[src/rtl/dop_pkg.sv]
// Package for the DHCP option parser: item and record types, parse phases,
// option tags and status codes. Depends on nothing.
`default_nettype none

package dop_pkg;

  // Parse phase of the vendor area walk
  typedef enum logic [2:0] {
    PH_COOKIE = 3'd0,
    PH_TAG    = 3'd1,
    PH_LEN    = 3'd2,
    PH_VALUE  = 3'd3,
    PH_DONE   = 3'd4
  } phase_e;

  // Kind of a result word
  typedef enum logic [1:0] {
    KIND_HOST    = 2'd0,
    KIND_ROOT    = 2'd1,
    KIND_SUMMARY = 2'd2
  } kind_e;

  // Summary status codes
  typedef enum logic [1:0] {
    ST_OK        = 2'd0,
    ST_NO_COOKIE = 2'd1,
    ST_MISMATCH  = 2'd2,
    ST_TRUNC     = 2'd3
  } status_e;

  // Option tags that the parser acts on
  localparam logic [7:0] TAG_PAD     = 8'd0;
  localparam logic [7:0] TAG_MASK    = 8'd1;
  localparam logic [7:0] TAG_ROUTER  = 8'd3;
  localparam logic [7:0] TAG_HOST    = 8'd12;
  localparam logic [7:0] TAG_SWAP    = 8'd16;
  localparam logic [7:0] TAG_ROOT    = 8'd17;
  localparam logic [7:0] TAG_MSGTYPE = 8'd53;
  localparam logic [7:0] TAG_SRV_ID  = 8'd54;
  localparam logic [7:0] TAG_END     = 8'd255;

  localparam logic [7:0] MSG_TYPE_RESET = 8'd2;

  // Magic cookie 99.130.83.99
  localparam logic [7:0] COOKIE [4] = '{8'd99, 8'd130, 8'd83, 8'd99};

  typedef struct packed {
    logic [7:0] vend_byte;
    logic       last_byte;
  } in_item_t;

  typedef struct packed {
    logic [1:0]  result_kind;
    logic [7:0]  text_byte;
    logic [1:0]  status;
    logic [31:0] subnet_mask;
    logic [31:0] gateway_addr;
    logic [31:0] swap_server_addr;
    logic [31:0] server_id_addr;
    logic        dhcp_ok;
    logic        final_flag;
  } out_item_t;

  // One queue record: the results caused by one input byte
  typedef struct packed {
    logic        has_text;
    kind_e       text_kind;
    logic [7:0]  text_byte;
    logic        has_sum;
    status_e     status;
    logic [31:0] mask;
    logic [31:0] gateway;
    logic [31:0] swap;
    logic [31:0] server;
    logic        ok;
  } rec_t;

endpackage

`default_nettype wire

[src/rtl/dhcp_option_parser.sv]
// Top level of the DHCP option parser: front end, record queue and result
// emitter. Depends on dop_pkg, dop_front, dop_queue and dop_back.
`default_nettype none

// The block takes the vendor area of a BOOTP reply one byte per word, checks
// the magic cookie and walks the options to the end tag. Host name and root
// path bytes come out as one word each; the word that carries the last byte
// of the area also yields a summary word with the status, captured addresses
// and the message type check. A byte is accepted in every cycle while the
// record queue has room; the parse state updates in that same cycle. A byte
// with results becomes one queue record, emitted one word per cycle while
// the output is ready, so a string byte that is also the last byte gives
// two words. The queue holds QueueDepth records, so short output stalls do
// not stop the input. Write the expected message type only between areas.
module dhcp_option_parser #(
  parameter int unsigned QueueDepth = 4
) (
  input  wire logic               clk_i,
  input  wire logic               rst_ni,
  input  wire logic               cfg_valid_i,
  output      logic               cfg_ready_o,
  input  wire logic [7:0]         cfg_data_i,
  input  wire logic               in_valid_i,
  output      logic               in_ready_o,
  input  wire dop_pkg::in_item_t  in_item_i,
  output      logic               out_valid_o,
  input  wire logic               out_ready_i,
  output      dop_pkg::out_item_t out_item_o
);

  logic          in_fire;
  logic          push;
  logic          pop;
  logic          full;
  logic          empty;
  dop_pkg::rec_t push_rec;
  dop_pkg::rec_t pop_rec;

  assign cfg_ready_o = 1'b1;
  assign in_ready_o  = !full;
  assign in_fire     = in_valid_i && !full;

  // Parse bytes and classify their results
  dop_front u_front (
    .clk_i      (clk_i),
    .rst_ni     (rst_ni),
    .cfg_valid_i(cfg_valid_i),
    .cfg_data_i (cfg_data_i),
    .fire_i     (in_fire),
    .item_i     (in_item_i),
    .push_o     (push),
    .rec_o      (push_rec)
  );

  // Decouple parsing from output stalls
  dop_queue #(
    .Depth(QueueDepth)
  ) u_queue (
    .clk_i     (clk_i),
    .rst_ni    (rst_ni),
    .push_i    (push),
    .push_rec_i(push_rec),
    .pop_i     (pop),
    .pop_rec_o (pop_rec),
    .full_o    (full),
    .empty_o   (empty)
  );

  // Emit result words
  dop_back u_back (
    .clk_i      (clk_i),
    .rst_ni     (rst_ni),
    .empty_i    (empty),
    .rec_i      (pop_rec),
    .pop_o      (pop),
    .out_valid_o(out_valid_o),
    .out_ready_i(out_ready_i),
    .out_item_o (out_item_o)
  );

endmodule

`default_nettype wire

[src/rtl/dop_front.sv]
// Front end of the DHCP option parser: accepts vendor bytes, walks the
// cookie and options, and produces one record per byte that has results.
// Depends on dop_pkg.
`default_nettype none

module dop_front (
  input  wire logic             clk_i,
  input  wire logic             rst_ni,
  input  wire logic             cfg_valid_i,
  input  wire logic [7:0]       cfg_data_i,
  input  wire logic             fire_i,
  input  wire dop_pkg::in_item_t item_i,
  output      logic             push_o,
  output      dop_pkg::rec_t    rec_o
);

  logic [7:0]       exp_type_q;
  dop_pkg::phase_e  phase_q, phase_n, phase_d;
  logic [1:0]       cidx_q, cidx_n, cidx_d;
  logic             cmatch_q, cmatch_n, cmatch_d;
  logic [7:0]       tag_q, tag_n, tag_d;
  logic [7:0]       left_q, left_n, left_d;
  logic [1:0]       vidx_q, vidx_n, vidx_d;
  logic [31:0]      acc_q, acc_n, acc_d;
  logic [31:0]      mask_q, mask_n, mask_d;
  logic [31:0]      gw_q, gw_n, gw_d;
  logic [31:0]      swap_q, swap_n, swap_d;
  logic [31:0]      srv_q, srv_n, srv_d;
  logic             ok_q, ok_n, ok_d;
  dop_pkg::status_e status_q, status_n, status_fin, status_d;
  logic [7:0]       b;
  logic             is_addr_tag;

  assign b = item_i.vend_byte;
  assign is_addr_tag = (tag_q == dop_pkg::TAG_MASK) || (tag_q == dop_pkg::TAG_ROUTER) ||
                       (tag_q == dop_pkg::TAG_SWAP) || (tag_q == dop_pkg::TAG_SRV_ID);

  // Hold the expected message type
  always_ff @(posedge clk_i or negedge rst_ni) begin
    if (!rst_ni) begin
      exp_type_q <= dop_pkg::MSG_TYPE_RESET;
    end else if (cfg_valid_i) begin
      exp_type_q <= cfg_data_i;
    end
  end

  // Next state after taking this byte, before the end-of-area clear
  always_comb begin
    phase_n  = phase_q;
    cidx_n   = cidx_q;
    cmatch_n = cmatch_q;
    tag_n    = tag_q;
    left_n   = left_q;
    vidx_n   = vidx_q;
    acc_n    = acc_q;
    mask_n   = mask_q;
    gw_n     = gw_q;
    swap_n   = swap_q;
    srv_n    = srv_q;
    ok_n     = ok_q;
    status_n = status_q;
    case (phase_q)
      dop_pkg::PH_COOKIE: begin
        if (b != dop_pkg::COOKIE[cidx_q]) begin
          cmatch_n = 1'b0;
        end
        if (cidx_q == 2'd3) begin
          if (cmatch_n) begin
            phase_n = dop_pkg::PH_TAG;
          end else begin
            status_n = dop_pkg::ST_NO_COOKIE;
            phase_n  = dop_pkg::PH_DONE;
          end
        end else begin
          cidx_n = cidx_q + 2'd1;
        end
      end
      dop_pkg::PH_TAG: begin
        if (b == dop_pkg::TAG_END) begin
          phase_n = dop_pkg::PH_DONE;
        end else if (b != dop_pkg::TAG_PAD) begin
          tag_n   = b;
          phase_n = dop_pkg::PH_LEN;
        end
      end
      dop_pkg::PH_LEN: begin
        left_n  = b;
        vidx_n  = 2'd0;
        acc_n   = '0;
        phase_n = (b == 8'd0) ? dop_pkg::PH_TAG : dop_pkg::PH_VALUE;
      end
      dop_pkg::PH_VALUE: begin
        if ((tag_q == dop_pkg::TAG_MSGTYPE) && (b != exp_type_q)) begin
          // Reject the area on a message type mismatch
          status_n = dop_pkg::ST_MISMATCH;
          ok_n     = 1'b0;
          phase_n  = dop_pkg::PH_DONE;
        end else begin
          if (tag_q == dop_pkg::TAG_MSGTYPE) begin
            ok_n  = 1'b1;
            tag_n = '0;
          end else if (is_addr_tag) begin
            acc_n = {acc_q[23:0], b};
            if (vidx_q == 2'd3) begin
              if (tag_q == dop_pkg::TAG_MASK) begin
                mask_n = acc_n;
              end else if (tag_q == dop_pkg::TAG_ROUTER) begin
                gw_n = acc_n;
              end else if (tag_q == dop_pkg::TAG_SWAP) begin
                swap_n = acc_n;
              end else begin
                srv_n = acc_n;
              end
              tag_n = '0;
            end else begin
              vidx_n = vidx_q + 2'd1;
            end
          end
          left_n = left_q - 8'd1;
          if (left_n == 8'd0) begin
            phase_n = dop_pkg::PH_TAG;
          end
        end
      end
      default: begin
      end
    endcase
  end

  // Final status on the last byte, and clear everything after the summary
  always_comb begin
    status_fin = status_n;
    if (status_n == dop_pkg::ST_OK) begin
      if (phase_n == dop_pkg::PH_COOKIE) begin
        status_fin = dop_pkg::ST_NO_COOKIE;
      end else if (phase_n == dop_pkg::PH_LEN || phase_n == dop_pkg::PH_VALUE) begin
        status_fin = dop_pkg::ST_TRUNC;
      end
    end
    if (item_i.last_byte) begin
      phase_d  = dop_pkg::PH_COOKIE;
      cidx_d   = 2'd0;
      cmatch_d = 1'b1;
      tag_d    = '0;
      left_d   = '0;
      vidx_d   = 2'd0;
      acc_d    = '0;
      mask_d   = '0;
      gw_d     = '0;
      swap_d   = '0;
      srv_d    = '0;
      ok_d     = 1'b0;
      status_d = dop_pkg::ST_OK;
    end else begin
      phase_d  = phase_n;
      cidx_d   = cidx_n;
      cmatch_d = cmatch_n;
      tag_d    = tag_n;
      left_d   = left_n;
      vidx_d   = vidx_n;
      acc_d    = acc_n;
      mask_d   = mask_n;
      gw_d     = gw_n;
      swap_d   = swap_n;
      srv_d    = srv_n;
      ok_d     = ok_n;
      status_d = status_n;
    end
  end

  // Build the record for this byte
  always_comb begin
    rec_o.has_text  = (phase_q == dop_pkg::PH_VALUE) &&
                      ((tag_q == dop_pkg::TAG_HOST) || (tag_q == dop_pkg::TAG_ROOT));
    rec_o.text_kind = (tag_q == dop_pkg::TAG_HOST) ? dop_pkg::KIND_HOST
                                                    : dop_pkg::KIND_ROOT;
    rec_o.text_byte = b;
    rec_o.has_sum   = item_i.last_byte;
    rec_o.status    = status_fin;
    rec_o.mask      = mask_n;
    rec_o.gateway   = gw_n;
    rec_o.swap      = swap_n;
    rec_o.server    = srv_n;
    rec_o.ok        = ok_n;
    push_o          = fire_i && (rec_o.has_text || rec_o.has_sum);
  end

  // Advance the parse state on each accepted byte
  always_ff @(posedge clk_i or negedge rst_ni) begin
    if (!rst_ni) begin
      phase_q  <= dop_pkg::PH_COOKIE;
      cidx_q   <= 2'd0;
      cmatch_q <= 1'b1;
      tag_q    <= '0;
      left_q   <= '0;
      vidx_q   <= 2'd0;
      acc_q    <= '0;
      mask_q   <= '0;
      gw_q     <= '0;
      swap_q   <= '0;
      srv_q    <= '0;
      ok_q     <= 1'b0;
      status_q <= dop_pkg::ST_OK;
    end else if (fire_i) begin
      phase_q  <= phase_d;
      cidx_q   <= cidx_d;
      cmatch_q <= cmatch_d;
      tag_q    <= tag_d;
      left_q   <= left_d;
      vidx_q   <= vidx_d;
      acc_q    <= acc_d;
      mask_q   <= mask_d;
      gw_q     <= gw_d;
      swap_q   <= swap_d;
      srv_q    <= srv_d;
      ok_q     <= ok_d;
      status_q <= status_d;
    end
  end

endmodule

`default_nettype wire

[src/rtl/dop_queue.sv]
// Record queue between the front end and the result emitter of the DHCP
// option parser. Depends on dop_pkg.
`default_nettype none

module dop_queue #(
  parameter int unsigned Depth = 4
) (
  input  wire logic          clk_i,
  input  wire logic          rst_ni,
  input  wire logic          push_i,
  input  wire dop_pkg::rec_t push_rec_i,
  input  wire logic          pop_i,
  output      dop_pkg::rec_t pop_rec_o,
  output      logic          full_o,
  output      logic          empty_o
);

  localparam int unsigned PtrW = (Depth > 1) ? $clog2(Depth) : 1;
  localparam int unsigned CntW = $clog2(Depth + 1);

  dop_pkg::rec_t mem_q [Depth];
  logic [PtrW-1:0] wr_ptr_q, wr_ptr_d, rd_ptr_q, rd_ptr_d;
  logic [CntW-1:0] count_q, count_d;

  assign full_o    = (count_q == CntW'(Depth));
  assign empty_o   = (count_q == '0);
  assign pop_rec_o = mem_q[rd_ptr_q];

  // Advance pointers with wrap at the depth
  always_comb begin
    wr_ptr_d = wr_ptr_q;
    rd_ptr_d = rd_ptr_q;
    count_d  = count_q;
    if (push_i) begin
      wr_ptr_d = (wr_ptr_q == PtrW'(Depth - 1)) ? '0 : wr_ptr_q + PtrW'(1);
    end
    if (pop_i) begin
      rd_ptr_d = (rd_ptr_q == PtrW'(Depth - 1)) ? '0 : rd_ptr_q + PtrW'(1);
    end
    if (push_i && !pop_i) begin
      count_d = count_q + CntW'(1);
    end else if (pop_i && !push_i) begin
      count_d = count_q - CntW'(1);
    end
  end

  always_ff @(posedge clk_i or negedge rst_ni) begin
    if (!rst_ni) begin
      wr_ptr_q <= '0;
      rd_ptr_q <= '0;
      count_q  <= '0;
    end else begin
      wr_ptr_q <= wr_ptr_d;
      rd_ptr_q <= rd_ptr_d;
      count_q  <= count_d;
    end
  end

  // Store the pushed record
  always_ff @(posedge clk_i) begin
    if (push_i) begin
      mem_q[wr_ptr_q] <= push_rec_i;
    end
  end

endmodule

`default_nettype wire

[src/rtl/dop_back.sv]
// Result emitter of the DHCP option parser: pops records and drives the
// output register, a text word first and then the summary. Depends on dop_pkg.
`default_nettype none

module dop_back (
  input  wire logic          clk_i,
  input  wire logic          rst_ni,
  input  wire logic          empty_i,
  input  wire dop_pkg::rec_t rec_i,
  output      logic          pop_o,
  output      logic          out_valid_o,
  input  wire logic          out_ready_i,
  output      dop_pkg::out_item_t out_item_o
);

  logic               out_valid_q, out_valid_d;
  dop_pkg::out_item_t out_q, out_d;
  logic               pend_q, pend_d;
  dop_pkg::out_item_t sum_q, sum_d;
  dop_pkg::out_item_t rec_text, rec_sum;
  logic               slot_free;

  assign out_valid_o = out_valid_q;
  assign out_item_o  = out_q;
  assign slot_free   = !out_valid_q || out_ready_i;

  // Unpack the head record into its two possible words
  always_comb begin
    rec_text             = '0;
    rec_text.result_kind = rec_i.text_kind;
    rec_text.text_byte   = rec_i.text_byte;

    rec_sum                  = '0;
    rec_sum.result_kind      = dop_pkg::KIND_SUMMARY;
    rec_sum.status           = rec_i.status;
    rec_sum.subnet_mask      = rec_i.mask;
    rec_sum.gateway_addr     = rec_i.gateway;
    rec_sum.swap_server_addr = rec_i.swap;
    rec_sum.server_id_addr   = rec_i.server;
    rec_sum.dhcp_ok          = rec_i.ok;
    rec_sum.final_flag       = 1'b1;
  end

  // Load the output register: pending summary first, then the next record
  always_comb begin
    out_valid_d = out_valid_q;
    out_d       = out_q;
    pend_d      = pend_q;
    sum_d       = sum_q;
    pop_o       = 1'b0;
    if (slot_free) begin
      out_valid_d = 1'b0;
      if (pend_q) begin
        out_valid_d = 1'b1;
        out_d       = sum_q;
        pend_d      = 1'b0;
      end else if (!empty_i) begin
        pop_o       = 1'b1;
        out_valid_d = 1'b1;
        if (rec_i.has_text) begin
          out_d  = rec_text;
          pend_d = rec_i.has_sum;
          sum_d  = rec_sum;
        end else begin
          out_d = rec_sum;
        end
      end
    end
  end

  always_ff @(posedge clk_i or negedge rst_ni) begin
    if (!rst_ni) begin
      out_valid_q <= 1'b0;
      pend_q      <= 1'b0;
    end else begin
      out_valid_q <= out_valid_d;
      pend_q      <= pend_d;
    end
  end

  // Payload registers
  always_ff @(posedge clk_i) begin
    out_q <= out_d;
    sum_q <= sum_d;
  end

endmodule

`default_nettype wire
[config.mk]
export PLATFORM = sky130hd
export DESIGN_NAME = dhcp_option_parser
export DESIGN_NICKNAME = d
export VERILOG_FILES = /design/src/rtl/dop_pkg.sv /design/src/rtl/dhcp_option_parser.sv /design/src/rtl/dop_front.sv /design/src/rtl/dop_queue.sv /design/src/rtl/dop_back.sv
export SDC_FILE = /design/constraint.sdc
export NUM_CORES = 1
export LEC_CHECK = 0
export CAP_MARGIN = 25
export CORE_MARGIN = 2
export CORE_UTILIZATION = 55
export DETAILED_ROUTE_END_ITERATION = 8
export DONT_BUFFER_PORTS = 1
export PLACE_DENSITY = 0.68
export SYNTH_ARGS = -nofsm -noshare
export SYNTH_HDL_FRONTEND = slang
export SYNTH_HIERARCHICAL = 1
export SYNTH_SLANG_ARGS = --single-unit
export TNS_END_PERCENT = 1
[constraint.sdc]
create_clock -name clk_i -period 15.8 [get_ports clk_i]
set_input_delay 0.79 -clock clk_i [delete_from_list [all_inputs] [get_ports clk_i]]
set_output_delay 0.79 -clock clk_i [all_outputs]
set_load 0.02 [all_outputs]
==> results of run 1 <==
## per-stage QoR
| stage | worst slack (ns) | util, % |
|---|---|---|
| 2_1_floorplan | 4.91 | - |
| 3_3_place_gp | 11.16 | 56.3 |
| 3_5_place_dp | 11.02 | 56.4 |
| 4_1_cts | 11.01 | 61.0 |
| 5_1_grt | 10.64 | 61.1 |
| 6_report | 11.00 | 61.1 |
## routing by layer
metal | track usage, % | vias up
met2 | 37.8 | 813
met4 | 7.74 | 4
met1 | 34.2 | 10800
met3 | 3.98 | 150
li1 | - | 8910
met5 | 0 | -
## sequential cells by signal (all words and copies together) (netlist names), 3 cells and up
name                flops
u_queue/mem_q         572
u_back/out_item_o     142
u_back/sum_q          131
u_front/gw_q           32
u_front/mask_q         32
u_front/srv_q          32
u_front/swap_q         32
u_front/acc_q          24
u_front/exp_type_q      8
u_front/left_q          8
u_front/tag_q           8
u_front/phase_q         3
u_queue/count_q         3
## logic make-up after synthesis
kind of cell | after synthesis
compound gates | 452
fa+ha+maj | 13
simple gates | 334
flops | 1041
other cells | 2
buf+inv | 202
mux | 197
xor+xnor | 15
## power by group through the flow
| stage | Combinational (uW) | Sequential [uW] | Clock, uW |
|---|---|---|---|
| 4_1_cts | 1680 | 4190 | 2430 |
| 6_report | 1650 | 4180 | 2380 |
| 5_1_grt | 1790 | 4230 | 2540 |
| 2_1_floorplan | 1260 | 4200 | 0 |
| 3_5_place_dp | 1660 | 4240 | 0 |
| 3_3_place_gp | 1620 | 4220 | 0 |
## final timing paths
check / from / endpoint / cells after the start
setup reg to reg: u_front/tag_q[4] / u_queue/mem_q[2][37] / 9
min in group clk_i: in_item_i[2] / u_queue/mem_q[3][133] / 0
max in group asynchronous: rst_ni / u_queue/rd_ptr_q[0] / 1
setup / recovery: u_front/tag_q[4] / u_queue/mem_q[2][37] / 9
hold / removal: rst_ni / u_front/srv_q[7] / 1
hold reg to reg: u_front/cmatch_q / u_front/cmatch_q / 2
## Yosys cell counts, types with 3 or more instances
library cell | count | area share, %
dfrtp_1 | 194 | 12
a211o_1 | 3 | 0.065
clkbuf_1 | 68 | 0.63
nor3_1 | 15 | 0.19
xor2_1 | 4 | 0.087
nor4_1 | 4 | 0.062
buf_1 | 7 | 0.065
xnor2_1 | 11 | 0.24
nand4_1 | 7 | 0.11
a22o_1 | 222 | 4.8
a21oi_1 | 13 | 0.16
nor3b_1 | 3 | 0.056
nand2_1 | 180 | 1.7
o31ai_1 | 4 | 0.074
edfxtp_1 | 845 | 63
o21a_1 | 3 | 0.056
nand3_1 | 30 | 0.37
mux2i_1 | 7 | 0.17
ha_1 | 12 | 0.37
mux2_2 | 45 | 1.3
a22oi_1 | 28 | 0.52
nand2b_1 | 13 | 0.20
nand3b_1 | 3 | 0.056
o2bb2ai_1 | 32 | 0.69
mux4_2 | 143 | 8.0
nor2b_1 | 6 | 0.093
buf_2 | 54 | 0.67
nor2_1 | 35 | 0.33
o211ai_1 | 4 | 0.074
buf_4 | 17 | 0.32
o21ai_0 | 125 | 1.6
inv_1 | 47 | 0.44
buf_6 | 8 | 0.22
and2_1 | 14 | 0.22
## final cells by class
cell class | count | share of cell area (%)
diodes | 3 | 0.0169
clock buffers | 147 | 6.52
multi-input cells | 1013 | 20.5
flip-flops and latches | 1041 | 68.0
repair buffers | 38 | 0.910
inverters | 47 | 0.396
clock inverters | 43 | 0.913
well taps | 959 | 2.69
==> impl_metrics.csv, run 1 <==
group,metric,value,unit
critical_path,required,16.07,ns
sta,fin_skew,0.0284,ns
sta,setup_viol,0,
placed_design,hpwl,52500,um
clock_network,clk_latency,0.67,ns
power,power.net_switching,2440,uW
placed_design,dpl-instance-area,41100,um2
global_routing,antenna_found_initial,4,
global_routing,grt_pass1_vias,20700,
run_status,status,"finished clean",
sta,period_share,30.4,%
critical_path,worst_path_max_delay_cell,"buf_4",
synthesis,yosysUniqueCellTypes,70,
final_layout,n_fill_cell,5170,
floorplanning,initial_core_util,55.4,%
global_routing,grt_pass1_wl,133000,um
critical_path,critical_path.startpoint_type,"flop",
power,p_leak,0.0156,uW
sta,fin_crit,4.80,ns
clock_network,cts_hold_buf,1,
route,drt-met1-wl,36700,um
clock_network,h-tree-depth,3,
power,switching_share,29.7,%
synthesis,synth_flop_cell,"edfxtp_1",
clock_network,cts_root_buf,"clkbuf_16",
floorplanning,die-area,75500,um2
synthesis,synth_edf_count,845,
final_layout,area_growth,10.4,%
power,p_per_area,185,nW/um2
sta,max_freq,208,MHz
synthesis,yosysSeqAreaShare,75.1,%
synthesis,syn-cell-area,40300,um2
critical_path,cp_common_cell,"nor2_1",
sta,slew_headroom,24.4,%
placed_design,port_buffers,0,
final_layout,mostFrequentLayoutCells,"845 x edfxtp_1, 222 x a22o_1, 191 x dfrtp_1, 180 x nand2_1, 143 x mux4_2",
clock_network,cts_tree,"built",
final_layout,register_area,30300,um2
route,maxUsedRoutingLayer,"met5",
power,pwr-share-clk,29.0,%
global_routing,grt_max_degree,197,
sta,drv_slew,0,
power,ir_worst_vdd,0.000128,V
route,wl_per_cell,26.9,um
final_layout,layoutNonFillerInstCount,3291,
job,maxCapViolations,0,
route,drt-initial-drc-count,2383,
power,combPwrFrac,20.1,%
synthesis,syn_avg_cell_area,17.9,um2
floorplanning,io-pin-count,167,
sta,worst_pin_slew,1.13,ns
route,drcViolationCount,0,
critical_path,cp_top_family,"simple AND/OR/NAND/NOR gates",
route,wl,88400,um
route,drtPass1Iterations,5,
sta,rsz0062_at_grt,"no",
worst_hold_path,min_path_type,"in -> async",
critical_path,worst_path_largest_cell_delay,0.79,ns
route,vias_per_cell,6.29,
clock_network,cts_resized,0,
synthesis,synth_top_family_by_area,"multiplexers",
global_routing,grt_overflow,0,
critical_path,rrSetupSlack,11.00,ns
final_layout,drive_above_1_share,17.2,%
synthesis,synth-compound-area-share,8.37,%
power,p_int,5770,uW
synthesis,synth_nets,2291,
critical_path,critPathMaxFanout,54,
synthesis,synth_xor_area_share,0.326,%
route,wl_met2,43100,um
synthesis,synthSimpleGateAreaFrac,3.91,%
power,finalPower,8220,uW
clock_network,clk_pin_slew,0.06,ns
sta,finalSetupTns,0,ns
final_layout,final_area,44500,um2
clock_network,cts_buffers,102,
critical_path,cp_num_buf_inv,2,
critical_path,endpoint_kind,"flop",
synthesis,synth_warnings,6,
floorplanning,core,72800,um2
synthesis,muxShareOfSynthArea,9.49,%
clock_network,cts_setup_buffers,0,
synthesis,synthAdderAreaFrac,0.422,%
critical_path,critPathArrivalTime,5.07,ns
synthesis,synthArstFlopShare,18.8,%
global_routing,track_usage,23.8,%
route,wl_met3,6020,um
clock_network,cts.sinks,1041,
sta,hold_violations,0,
synthesis,synth_cells,2256,
floorplanning,die_y,275,um
floorplanning,die_w,275,um
final_layout,multi_input_area,9130,um2
placed_design,gp_congestion,0.877,
final_layout,fin_nets,2278,
critical_path,worstSetupPathType,"reg -> reg",
critical_path,worstPathCellList,"nor4_2 > nand4_1 > o21a_1 > nor2_1 > nor2_1 > nor2_1 > and2_4 > buf_4 > buf_4",
placed_design,dp.cells,3094,
route,routed-via-count,20700,
final_layout,layout_commonest_cell,"edfxtp_1",
power,p_seq_share,50.9,%
synthesis,synth_seq_cells,1041,
floorplanning,std_cell_rows,99,
route,ant_nets,0,
sta,fin_hold_ws,0.106,ns
clock_network,clockBufferDepth,3,
(Power assumes the default switching activity.)
==> inputs of run 2 (changes only) <==
Clock period 15.8 ns to 4.5 ns, I/O delays scaled along.
==> run 2 against run 1 <==
Critical path depth unchanged; count of clock-buffer cells in the layout down 18; routed wire length up 0.31%; total power rose to 3.5 times the previous value; the run now ends with negative hold slack left; non-clock buffer count up 40; combinational power rose to 3.6 times the previous value; first-iteration DRC count down 13%; sequential share of layout area down 1.1 points; sequential power rose to 3.5 times the previous value.
==> impl_metrics.csv, run 2 (synthesized netlist as in run 1, its figures left out) <==
group,metric,value,unit
critical_path,required,5.05,ns
critical_path,critPathMaxFanout,74,
final_layout,mostFrequentLayoutCells,"845 x edfxtp_1, 222 x a22o_1, 191 x dfrtp_1, 180 x nand2_1, 143 x mux4_2",
run_status,status,"finished with violations",
global_routing,grtUsageMet3,4.10,%
floorplanning,die_y,275,um
global_routing,met2_usage,38.7,%
floorplanning,io-pin-count,167,
sta,fin_hold_ws,-0.753,ns
worst_hold_path,min_path_type,"in -> async",
clock_network,cts.sinks,1041,
critical_path,worstSetupPathType,"reg -> reg",
floorplanning,initial_core_util,55.4,%
final_layout,fin_nets,2317,
route,wl,88700,um
run_status,violations,"negative hold slack",
final_layout,fin_util,62.1,%
global_routing,grt_pass1_vias,20900,
sta,period_share,81.8,%
placed_design,hpwl,52200,um
final_layout,top_register,"u_queue/mem_q",
route,drcViolationCount,0,
placed_design,dp.cells,3100,
route,drt-initial-drc-count,2068,
clock_network,h-tree-depth,3,
floorplanning,die-area,75500,um2
critical_path,critical_path.startpoint_type,"flop",
sta,drv_slew,0,
route,vias_per_cell,6.24,
critical_path,r2r_start,"u_queue/count_q[0]",
clock_network,cts_hold_buf,31,
clock_network,clk_latency,0.67,ns
clock_network,cts_root_buf,"clkbuf_16",
final_layout,drive_above_1_share,18.1,%
sta,fin_crit,3.68,ns
clock_network,cts_buffers,101,
placed_design,pre_cts_ws,0.869,ns
global_routing,met1_usage,32.9,%
power,p_leak,0.0159,uW
final_layout,area_growth,12.2,%
route,wl_per_cell,26.6,um
final_layout,largest_register_ffs,572,
power,ir_worst_vdd,0.000802,V
route,routed-via-count,20800,
placed_design,dpl-instance-area,41400,um2
job,maxCapViolations,0,
sta,slew_headroom,35.4,%
sta,worst_pin_slew,0.962,ns
critical_path,startpoint,"u_queue/count_q[0]",
floorplanning,std_cell_rows,99,
sta,fin_ws,0.818,ns
global_routing,antenna_found_initial,1,
sta,setup_viol,0,
final_layout,final_area,45200,um2
global_routing,grt_pass1_wl,133000,um
sta,rsz0062_at_grt,"no",
clock_network,clk_pin_slew,0.07,ns
clock_network,cts_setup_buffers,0,
critical_path,critPathArrivalTime,4.24,ns
route,ant_nets,0,
global_routing,grt_max_degree,197,
placed_design,port_buffers,0,
route,drtPass1Iterations,6,
sta,hold_violations,196,
power,p_per_area,643,nW/um2
clock_network,cts_resized,0,
final_layout,layout_commonest_cell,"edfxtp_1",
global_routing,grt_busiest_layer,"met2",
global_routing,grt_overflow,0,
placed_design,gp_congestion,0.883,
floorplanning,core,72800,um2
clock_network,cts_tree,"built",
final_layout,layoutNonFillerInstCount,3330,
critical_path,endpoint_kind,"flop",
floorplanning,die_w,275,um
sta,max_freq,272,MHz
sta,fin_skew,0.0294,ns
clock_network,clockBufferDepth,3,
global_routing,track_usage,23.8,%
-- run 2: final cells by class --
type / instances / area, um2
diodes: 2 / 5.00
repair buffers: 78 / 1040
clock buffers: 129 / 2690
inverters: 47 / 176
multi-input cells: 1013 / 9140
well taps: 959 / 1200
clock inverters: 61 / 699
flip-flops and latches: 1041 / 30300
fillers: 5094 / 27600
-- run 2: critical path, stage by stage, from the launching register on --
cell and delay (ns):
dfrtp_1 0.45, nor3b_1 0.67, nor2b_1 0.10, buf_4 0.26, inv_2 0.08, buf_4 0.74
nor2_4 0.32, a22oi_1 0.26, o2bb2ai_1 0.10, dlygate4sd3_1 0.56
-- run 2: power by group --
part / leakage [uW] / switching, uW / internal (uW)
clock: 0.00167 / 3590 / 4970
combinational: 0.00362 / 3460 / 2470
sequential: 0.0106 / 1610 / 13000
-- run 2: layer usage --
layer / wire (um) / vias up / share of wire [%]
met5: 13 / - / 0.015
met4: 2620 / 2 / 2.9
met3: 5890 / 155 / 6.6
met2: 44200 / 787 / 50
met1: 36000 / 10800 / 41
li1: - / 9008 / -
-- run 2: final timing paths --
kind / endpoint / slack, ns / depth (start not counted)
min in group clk_i: u_front/acc_q[4] / 0.06 / 4
max in group asynchronous: u_back/pend_q / 4.87 / 0
min reg2reg: u_front/cmatch_q / 0.48 / 2
min: u_front/srv_q[0] / -0.75 / 0
max reg2reg: u_front/mask_q[2] / 0.82 / 9
max: u_front/mask_q[2] / 0.82 / 9
-- run 2: through the flow --
| stage | total power (uW) | hold WS, ns | TNS (ns) |
|---|---|---|---|
| after floorplan | 19000 | -0.0706 | -585.08 |
| after detailed placement | 20800 | -0.0651 | 0 |
| after global placement | 20500 | -0.0643 | 0 |
| after global routing | 30300 | -0.771 | 0 |
| after CTS | 29400 | -0.781 | 0 |
| final | 29100 | -0.753 | 0 |
